**src/sv/ctb_pkg.sv**
```systemverilog
`default_nettype none

package ctb_pkg;

    // Field widths of the item and result channels
    localparam int FUNC_W   = 2;
    localparam int WORKER_W = 5;
    localparam int CHUNK_W  = 4;
    localparam int QC_W     = 10;
    localparam int TGT_W    = 4;
    localparam int RT_W     = 15;

    // Configuration port
    localparam int CFG_AW     = 2;
    localparam int CFG_DW     = 11;
    localparam int CFG_QCC_W  = 11;
    localparam int CFG_DBC_W  = 5;
    localparam int CFG_WC_W   = 6;

    localparam logic [CFG_AW-1:0] CFG_QUERY_CHUNKS = 2'd0;
    localparam logic [CFG_AW-1:0] CFG_DB_CHUNKS    = 2'd1;
    localparam logic [CFG_AW-1:0] CFG_WORKERS      = 2'd2;

    // Request codes
    localparam logic [FUNC_W-1:0] FUNC_SET_MAP = 2'd0;
    localparam logic [FUNC_W-1:0] FUNC_TAKE    = 2'd1;
    localparam logic [FUNC_W-1:0] FUNC_PICK    = 2'd2;

    // Sequencer states
    typedef enum logic [4:0] {
        ST_IDLE = 5'b00001,
        ST_EXEC = 5'b00010,
        ST_LOAD = 5'b00100,
        ST_SCAN = 5'b01000,
        ST_FIN  = 5'b10000
    } t_state;

endpackage

`default_nettype wire

```
**src/sv/ctb_ratio_cmp.sv**
```systemverilog
`default_nettype none

// Exact ratio compare: rem/load > best_rem/best_load, by cross products.
module ctb_ratio_cmp #(
    parameter int REM_W = 11,
    parameter int LD_W  = 6
) (
    input  wire logic [REM_W-1:0] i_rem,
    input  wire logic [LD_W-1:0]  i_load,
    input  wire logic [REM_W-1:0] i_best_rem,
    input  wire logic [LD_W-1:0]  i_best_load,
    output logic                  o_greater
);

    logic [REM_W+LD_W-1:0] prod_cand;
    logic [REM_W+LD_W-1:0] prod_best;

    // Form both cross products and compare
    always_comb begin
        prod_cand = (REM_W+LD_W)'(i_rem) * (REM_W+LD_W)'(i_best_load);
        prod_best = (REM_W+LD_W)'(i_best_rem) * (REM_W+LD_W)'(i_load);
        o_greater = prod_cand > prod_best;
    end

endmodule

`default_nettype wire

```
**src/sv/chunk_task_balancer_core.sv**
```systemverilog
// Task dispatcher over database chunks.
// Input channel: i_valid / o_stall carries one request item (i_func, i_worker,
// i_chunk). Output channel: o_valid / i_stall carries one result item per
// request. Configuration: i_cfg_we writes register i_cfg_addr with i_cfg_data;
// any write to a mapped register refills every chunk counter with the query chunk count.
// Requests: set a worker's loaded chunk, take the next task of a chunk, or
// pick a switch target. Every result carries the total of remaining tasks.
// Set and take requests pass from an execute step to the final step. For a
// pick request the sequencer walks the loading map one worker per cycle and
// then the chunks one per cycle through a single cross-product compare unit,
// stopping early at the first idle chunk with work.
// One request is in flight at a time: o_stall is high from acceptance until
// the result is loaded into the output register.
// When the receiver stalls, the result is held in the output register and the
// sequencer waits in its final step; no new item is accepted until it is loaded.
// Synchronous reset (i_rst_n low) sets every configuration register to 1, every chunk
// counter to 1, clears the loading map and empties the output register.
`default_nettype none

module chunk_task_balancer_core
    import ctb_pkg::*;
#(
    parameter int MAX_DB_CHUNKS    = 16,
    parameter int MAX_WORKERS      = 32,
    parameter int MAX_QUERY_CHUNKS = 1024
) (
    input  wire logic                i_clk,
    input  wire logic                i_rst_n,
    // configuration
    input  wire logic                i_cfg_we,
    input  wire logic [CFG_AW-1:0]   i_cfg_addr,
    input  wire logic [CFG_DW-1:0]   i_cfg_data,
    // request items
    input  wire logic                i_valid,
    output logic                     o_stall,
    input  wire logic [FUNC_W-1:0]   i_func,
    input  wire logic [WORKER_W-1:0] i_worker,
    input  wire logic [CHUNK_W-1:0]  i_chunk,
    // result items
    output logic                     o_valid,
    input  wire logic                i_stall,
    output logic                     o_task_valid,
    output logic [QC_W-1:0]          o_query_idx,
    output logic [CHUNK_W-1:0]       o_db_chunk,
    output logic [TGT_W-1:0]         o_switch_chunk,
    output logic [RT_W-1:0]          o_remaining_total
);

    localparam int QW  = $clog2(MAX_QUERY_CHUNKS + 1);
    localparam int DW  = $clog2(MAX_DB_CHUNKS + 1);
    localparam int WCW = $clog2(MAX_WORKERS + 1);
    localparam int CW  = (MAX_DB_CHUNKS > 1) ? $clog2(MAX_DB_CHUNKS) : 1;
    localparam int WIW = (MAX_WORKERS > 1) ? $clog2(MAX_WORKERS) : 1;
    localparam int IW  = (WCW > DW) ? WCW : DW;
    localparam int TW  = $clog2(MAX_QUERY_CHUNKS * MAX_DB_CHUNKS + 1);

    // Configuration registers
    logic [QW-1:0]  r_qcc;
    logic [DW-1:0]  r_dbc;
    logic [WCW-1:0] r_wc;

    // State
    logic [QW-1:0]  r_rem  [MAX_DB_CHUNKS];
    logic [CW-1:0]  r_map  [MAX_WORKERS];
    logic [WCW-1:0] r_load [MAX_DB_CHUNKS];
    logic [TW-1:0]  r_popped;

    // Sequencer
    t_state         r_state;
    t_state         n_state;
    logic [IW-1:0]  r_idx;
    logic [FUNC_W-1:0]   r_func;
    logic [WORKER_W-1:0] r_worker;
    logic [CHUNK_W-1:0]  r_chunk;
    logic [QW-1:0]  r_best_rem;
    logic [WCW-1:0] r_best_ld;
    logic [CW-1:0]  r_target;
    logic           r_tv;
    logic [QC_W-1:0]    r_qc;
    logic [CHUNK_W-1:0] r_dc;

    logic [CFG_QCC_W-1:0] cfg_qcc_v;
    logic [CFG_DBC_W-1:0] cfg_dbc_v;
    logic [CFG_WC_W-1:0]  cfg_wc_v;
    logic [QW-1:0]  cfg_qcc_sat;
    logic [DW-1:0]  cfg_dbc_sat;
    logic [WCW-1:0] cfg_wc_sat;
    logic           cfg_hit;
    logic [QW-1:0]  fill_val;

    logic           in_acc;
    logic           out_free;
    logic [CW-1:0]  rd_addr;
    logic [QW-1:0]  rd_rem;
    logic [WCW-1:0] scan_ld;
    logic [CW-1:0]  map_rd;
    logic           chunk_ok;
    logic           pop_en;
    logic           set_en;
    logic           idx_lt_wc;
    logic           idx_lt_dbc;
    logic           map_in_use;
    logic           ratio_gt;
    logic [QW-1:0]  qc_diff;
    logic [QW+DW-1:0] full_total;
    logic [TW-1:0]  cur_total;

    // Decode and saturate configuration writes
    always_comb begin
        cfg_qcc_v   = i_cfg_data[CFG_QCC_W-1:0];
        cfg_dbc_v   = i_cfg_data[CFG_DBC_W-1:0];
        cfg_wc_v    = i_cfg_data[CFG_WC_W-1:0];
        cfg_qcc_sat = (32'(cfg_qcc_v) > 32'(MAX_QUERY_CHUNKS)) ?
                      QW'(MAX_QUERY_CHUNKS) : QW'(cfg_qcc_v);
        cfg_dbc_sat = (32'(cfg_dbc_v) > 32'(MAX_DB_CHUNKS)) ?
                      DW'(MAX_DB_CHUNKS) : DW'(cfg_dbc_v);
        cfg_wc_sat  = (32'(cfg_wc_v) > 32'(MAX_WORKERS)) ?
                      WCW'(MAX_WORKERS) : WCW'(cfg_wc_v);
        cfg_hit     = i_cfg_we && (i_cfg_addr == CFG_QUERY_CHUNKS ||
                      i_cfg_addr == CFG_DB_CHUNKS || i_cfg_addr == CFG_WORKERS);
        fill_val    = (i_cfg_addr == CFG_QUERY_CHUNKS) ? cfg_qcc_sat : r_qcc;
    end

    always_ff @(posedge i_clk) begin
        if (!i_rst_n) begin
            r_qcc <= QW'(1);
            r_dbc <= DW'(1);
            r_wc  <= WCW'(1);
        end else if (i_cfg_we) begin
            case (i_cfg_addr)
                CFG_QUERY_CHUNKS: r_qcc <= cfg_qcc_sat;
                CFG_DB_CHUNKS:    r_dbc <= cfg_dbc_sat;
                CFG_WORKERS:      r_wc  <= cfg_wc_sat;
                default: ;
            endcase
        end
    end

    // Datapath decode
    always_comb begin
        in_acc     = i_valid && !o_stall;
        out_free   = !o_valid || !i_stall;
        rd_addr    = (r_state == ST_SCAN) ? r_idx[CW-1:0] : CW'(r_chunk);
        rd_rem     = r_rem[rd_addr];
        scan_ld    = r_load[r_idx[CW-1:0]];
        map_rd     = r_map[r_idx[WIW-1:0]];
        chunk_ok   = 32'(r_chunk) < 32'(r_dbc);
        pop_en     = (r_state == ST_EXEC) && (r_func == FUNC_TAKE) && chunk_ok &&
                     (rd_rem != '0);
        set_en     = (r_state == ST_EXEC) && (r_func == FUNC_SET_MAP) && chunk_ok &&
                     (32'(r_worker) < 32'(r_wc));
        idx_lt_wc  = 32'(r_idx) < 32'(r_wc);
        idx_lt_dbc = 32'(r_idx) < 32'(r_dbc);
        map_in_use = 32'(map_rd) < 32'(r_dbc);
        qc_diff    = r_qcc - rd_rem;
        full_total = (QW+DW)'(r_qcc) * (QW+DW)'(r_dbc);
        cur_total  = TW'(full_total) - r_popped;
    end

    // Shared cross-product compare for the ratio search
    ctb_ratio_cmp #(
        .REM_W (QW),
        .LD_W  (WCW)
    ) u_cmp (
        .i_rem       (rd_rem),
        .i_load      (scan_ld),
        .i_best_rem  (r_best_rem),
        .i_best_load (r_best_ld),
        .o_greater   (ratio_gt)
    );

    // Refill chunk counters on reset or any mapped-register write; drop one on a take
    always_ff @(posedge i_clk) begin
        if (!i_rst_n) begin
            for (int i = 0; i < MAX_DB_CHUNKS; i++) r_rem[i] <= QW'(1);
            r_popped <= '0;
        end else if (cfg_hit) begin
            for (int i = 0; i < MAX_DB_CHUNKS; i++) r_rem[i] <= fill_val;
            r_popped <= '0;
        end else if (pop_en) begin
            r_rem[rd_addr] <= rd_rem - QW'(1);
            r_popped       <= r_popped + TW'(1);
        end
    end

    // Loading map
    always_ff @(posedge i_clk) begin
        if (!i_rst_n) begin
            for (int i = 0; i < MAX_WORKERS; i++) r_map[i] <= '0;
        end else if (set_en) begin
            r_map[WIW'(r_worker)] <= CW'(r_chunk);
        end
    end

    // Per-chunk load counters: clear on accept, count during the map walk
    always_ff @(posedge i_clk) begin
        if (in_acc) begin
            for (int i = 0; i < MAX_DB_CHUNKS; i++) r_load[i] <= '0;
        end else if (r_state == ST_LOAD && idx_lt_wc && map_in_use) begin
            r_load[map_rd] <= r_load[map_rd] + WCW'(1);
        end
    end

    // Next state
    always_comb begin
        n_state = r_state;
        case (r_state)
            ST_IDLE: if (in_acc) n_state = ST_EXEC;
            ST_EXEC: n_state = (r_func == FUNC_PICK) ? ST_LOAD : ST_FIN;
            ST_LOAD: if (!idx_lt_wc) n_state = ST_SCAN;
            ST_SCAN: begin
                if (!idx_lt_dbc || (scan_ld == '0 && rd_rem != '0)) n_state = ST_FIN;
            end
            ST_FIN:  if (out_free) n_state = ST_IDLE;
            default: n_state = ST_IDLE;
        endcase
    end

    always_ff @(posedge i_clk) begin
        if (!i_rst_n) r_state <= ST_IDLE;
        else          r_state <= n_state;
    end

    // Capture the item and run the sequencer datapath
    always_ff @(posedge i_clk) begin
        case (r_state)
            ST_IDLE: begin
                if (in_acc) begin
                    r_func     <= i_func;
                    r_worker   <= i_worker;
                    r_chunk    <= i_chunk;
                    r_tv       <= 1'b0;
                    r_qc       <= '0;
                    r_dc       <= '0;
                    r_target   <= '0;
                    r_best_rem <= '0;
                    r_best_ld  <= WCW'(1);
                end
            end
            ST_EXEC: begin
                r_idx <= '0;
                if (pop_en) begin
                    r_tv <= 1'b1;
                    r_qc <= QC_W'(qc_diff);
                    r_dc <= r_chunk;
                end
            end
            ST_LOAD: begin
                if (idx_lt_wc) r_idx <= r_idx + IW'(1);
                else           r_idx <= '0;
            end
            ST_SCAN: begin
                if (idx_lt_dbc) begin
                    r_idx <= r_idx + IW'(1);
                    if (scan_ld == '0) begin
                        if (rd_rem != '0) r_target <= r_idx[CW-1:0];
                    end else if (ratio_gt) begin
                        r_best_rem <= rd_rem;
                        r_best_ld  <= scan_ld;
                        r_target   <= r_idx[CW-1:0];
                    end
                end
            end
            default: ;
        endcase
    end

    // Output register
    always_ff @(posedge i_clk) begin
        if (!i_rst_n) begin
            o_valid <= 1'b0;
        end else if (r_state == ST_FIN && out_free) begin
            o_valid <= 1'b1;
        end else if (!i_stall) begin
            o_valid <= 1'b0;
        end
    end

    always_ff @(posedge i_clk) begin
        if (r_state == ST_FIN && out_free) begin
            o_task_valid      <= r_tv;
            o_query_idx       <= r_qc;
            o_db_chunk        <= r_dc;
            o_switch_chunk    <= TGT_W'(r_target);
            o_remaining_total <= RT_W'(cur_total);
        end
    end

    // Hold off new items while one is in flight
    assign o_stall = (r_state != ST_IDLE);

endmodule

`default_nettype wire

```
**config.mk**
```make
export PLATFORM = sky130hd
export DESIGN_NAME = chunk_task_balancer_core
export DESIGN_NICKNAME = d
export VERILOG_FILES = /design/src/sv/ctb_pkg.sv /design/src/sv/ctb_ratio_cmp.sv /design/src/sv/chunk_task_balancer_core.sv
export SDC_FILE = /design/constraint.sdc
export NUM_CORES = 1
export LEC_CHECK = 0
export ABC_AREA = 1
export BUFFER_PORTS_ARGS = -buffer_cell sky130_fd_sc_hd__buf_2
export CAP_MARGIN = 40
export CORE_UTILIZATION = 65
export CTS_CLUSTER_SIZE = 28
export DETAILED_ROUTE_END_ITERATION = 8
export GPL_TIMING_DRIVEN = 1
export PLACE_DENSITY = 0.82
export SLEW_MARGIN = 10
export SYNTH_ARGS = -nofsm -noshare
export SYNTH_HDL_FRONTEND = slang
export SYNTH_SLANG_ARGS = --single-unit
```
**constraint.sdc**
```tcl
create_clock -name i_clk -period 17 [get_ports i_clk]
set_clock_uncertainty 0.2 [all_clocks]
set_input_delay 1.7 -clock i_clk [delete_from_list [all_inputs] [get_ports i_clk]]
set_output_delay 1.7 -clock i_clk [all_outputs]
set_load 0.05 [all_outputs]
```
==> reports/summary.txt <==
status -> finished, final reports clean
synth top area cells -> edfxtp_1 (44%), nand2_1 (13%), fa_1 (6.9%)
starting density of the core -> 66.3%
H-Tree Depth -> 2
met2 Use GR -> 56.8%
# rows -> 82
worst min-delay path category -> reg -> reg
Mapped Area -> 33500 µm²
GRT overflow -> 0
critical path arrival -> 8.77 ns
CTS root buf -> clkbuf_16
core area -> 50500 µm²
initial DRC count -> 3510
vias -> 27800
Max rail drop VDD -> 0.124 mV
wire per inst -> 19.2 µm
RSZ-0062 raised after global routing -> no
setup tns final -> 0 ns
Post-CTS Setup Inserts -> 0
area grow syn2layout -> 7.23%
count leader, synth -> nand2_1
CP endpoint kind -> flip-flop
CTS resizes -> 0
min Tclk post-route -> 8.61 ns
worst skew pair latency -> 0.64 ns
R2R setup slack -> 8.39 ns
number of global-route vias before repair -> 26500
largest net degree at the start of global routing -> 110
IO Port Bufs -> 64
drt drc -> 0
layout cells sized above 1 -> 6.60%
Required @ worst endpoint -> 17.16 ns
CTS max path bufs -> 3
fin util -> 71.1%
routability cong. -> 0.946
Final ANT Viol Nets -> 0
die area -> 52400 µm²
met1 Use GR -> 42.9%
Tot GR Track Use -> 34.1%
Final Net Count -> 4204
Max stage delay cell, worst path -> fa_1
Syn Inst Count -> 3958
register area share after synthesis -> 46.6%
slew margin rel. -> 33.5%
first-pass GRT wire length -> 140000 µm
clock sinks -> 535
Worst-path clk slew -> 0.06 ns
max frequency -> 116 MHz
Top Usage Layer GRT -> met2
slowest cell delay on critical path -> 0.54 ns
max-capacitance violation count -> 0
CP dominant cell by count -> nand2_1
Final period util -> 50.7%
drt total wl -> 89500 µm
Yosys top cell by area -> edfxtp_1
Post-Syn Nets -> 4224
Fin. Hold Viols -> 0
post-synthesis async set-or-reset flop share -> 0%
Commonest cells post-synth -> nand2_1 (1180), nor2_1 (587), edfxtp_1 (487), inv_1 (393), nand3_1 (262)
detailed placement HPWL -> 59700 µm
routed vias/inst -> 5.96
num ports -> 65
CTS buffer count -> 54
P_leak -> 16.4 nW
routing usage on met3 -> 6.66%
Synth cell types -> 56
Syn. warnings -> 0
DIE WIDTH -> 229 µm
final setup fails -> 0
TritonCTS clock tree -> done
startpoint types -> flip-flop
#FFs+latches synth -> 535
DR pass1 iterations -> 6
Hold-fix buffers, CTS -> 0
Top FF cell, synth -> edfxtp_1
P per Cell Area -> 118 nW/µm²
Die Span Y -> 229 µm
EDFF count, synth -> 487
crit-path max FO -> 35
Avg Cell Area, Syn -> 8.46 µm²
initial antenna violation count -> 5
area fraction of the dominant cell type after synthesis -> 43.7%
Final Slew Violations -> 0
Slew @ Worst Pin -> 0.994 ns
crit path kind -> reg -> reg
cells in the final DEF (no fill, tap or decap), types with 47 or more instances in the layout:
cell type / count
inv_1: 393
a21oi_1: 95
nor2_1: 587
edfxtp_1: 487
nand3_1: 262
fa_1: 116
ha_1: 121
clkbuf_16: 54
dfxtp_1: 47
buf_2: 66
nand2_1: 1180
o21ai_0: 173
cells by family after synthesis:
kind of cell | Yosys count | synth area share, %
AND/OR/NAND/NOR | 2132 | 26.1
buffers and inverters | 604 | 7.56
flip-flops | 535 | 46.6
AO/OA/AOI/OAI | 392 | 6.74
adder cells (fa/ha/maj) | 237 | 11.5
XOR/XNOR | 58 | 1.61
registers in the layout, indices dropped and copies added, names as in the netlist, 6 cells and up, named ones only:
| name | flops |
|---|---|
| r_best_rem | 11 |
| r_wc | 6 |
| r_qc | 10 |
| r_map | 128 |
| r_best_ld | 6 |
| o_query_idx | 10 |
| r_popped | 15 |
| r_idx | 6 |
| o_remaining_total | 15 |
| r_load | 96 |
| r_rem | 176 |
| r_qcc | 11 |
final cells by class:
class | instances | area, µm²
flip-flops and latches | 535 | 15600
multi-input cells | 2819 | 15400
fillers | 3825 | 14600
inverters | 419 | 1580
clock buffers | 62 | 1380
well taps | 672 | 841
repair buffers | 109 | 699
clock inverters | 40 | 410
diodes | 4 | 10.0
routing by layer:
metal  wire length, µm  share of wire (%)
met1             32000                 36
met2             42700                 48
met3             10100                 11
met4              4620                5.2
met5                 0                  0
final timing paths:
path | from | to | cells past startpoint
setup reg to reg | r_state[3] | r_best_rem[9] | 41
hold / removal | r_qc[2] | o_query_idx[2] | 0
setup / recovery | r_state[3] | r_best_rem[9] | 41
hold reg to reg | r_qc[2] | o_query_idx[2] | 0
critical path, delay by kind of cell, from the launching register on:
kind / cells / cell delay (ns)
simple gates: 22 / 2.70
fa+ha+maj: 5 / 2.18
buf+inv: 7 / 1.45
flops: 1 / 0.34
compound gates: 6 / 1.27
xor+xnor: 1 / 0.14
stage by stage:
step	instances	worst slack (ns)	hold WS (ns)	cell area (µm²)	total power, mW
floorplan	3958	9.89	0.200	33500	2.65
global placement	4538	8.87	0.201	33900	2.93
detailed placement	4551	8.71	0.205	34100	2.99
CTS	4653	8.62	0.214	35900	4.21
global route	4660	7.91	0.215	35900	4.48
finish	4660	8.39	0.213	35900	4.25
power breakdown:
part / total [mW] / internal (mW) / switching (mW)
sequential: 1.57 / 1.52 / 0.0454
combinational: 1.46 / 0.523 / 0.935
clock: 1.22 / 0.681 / 0.541
total: 4.25 / 2.73 / 1.52
No activity file was read; power rests on OpenSTA's default activity.
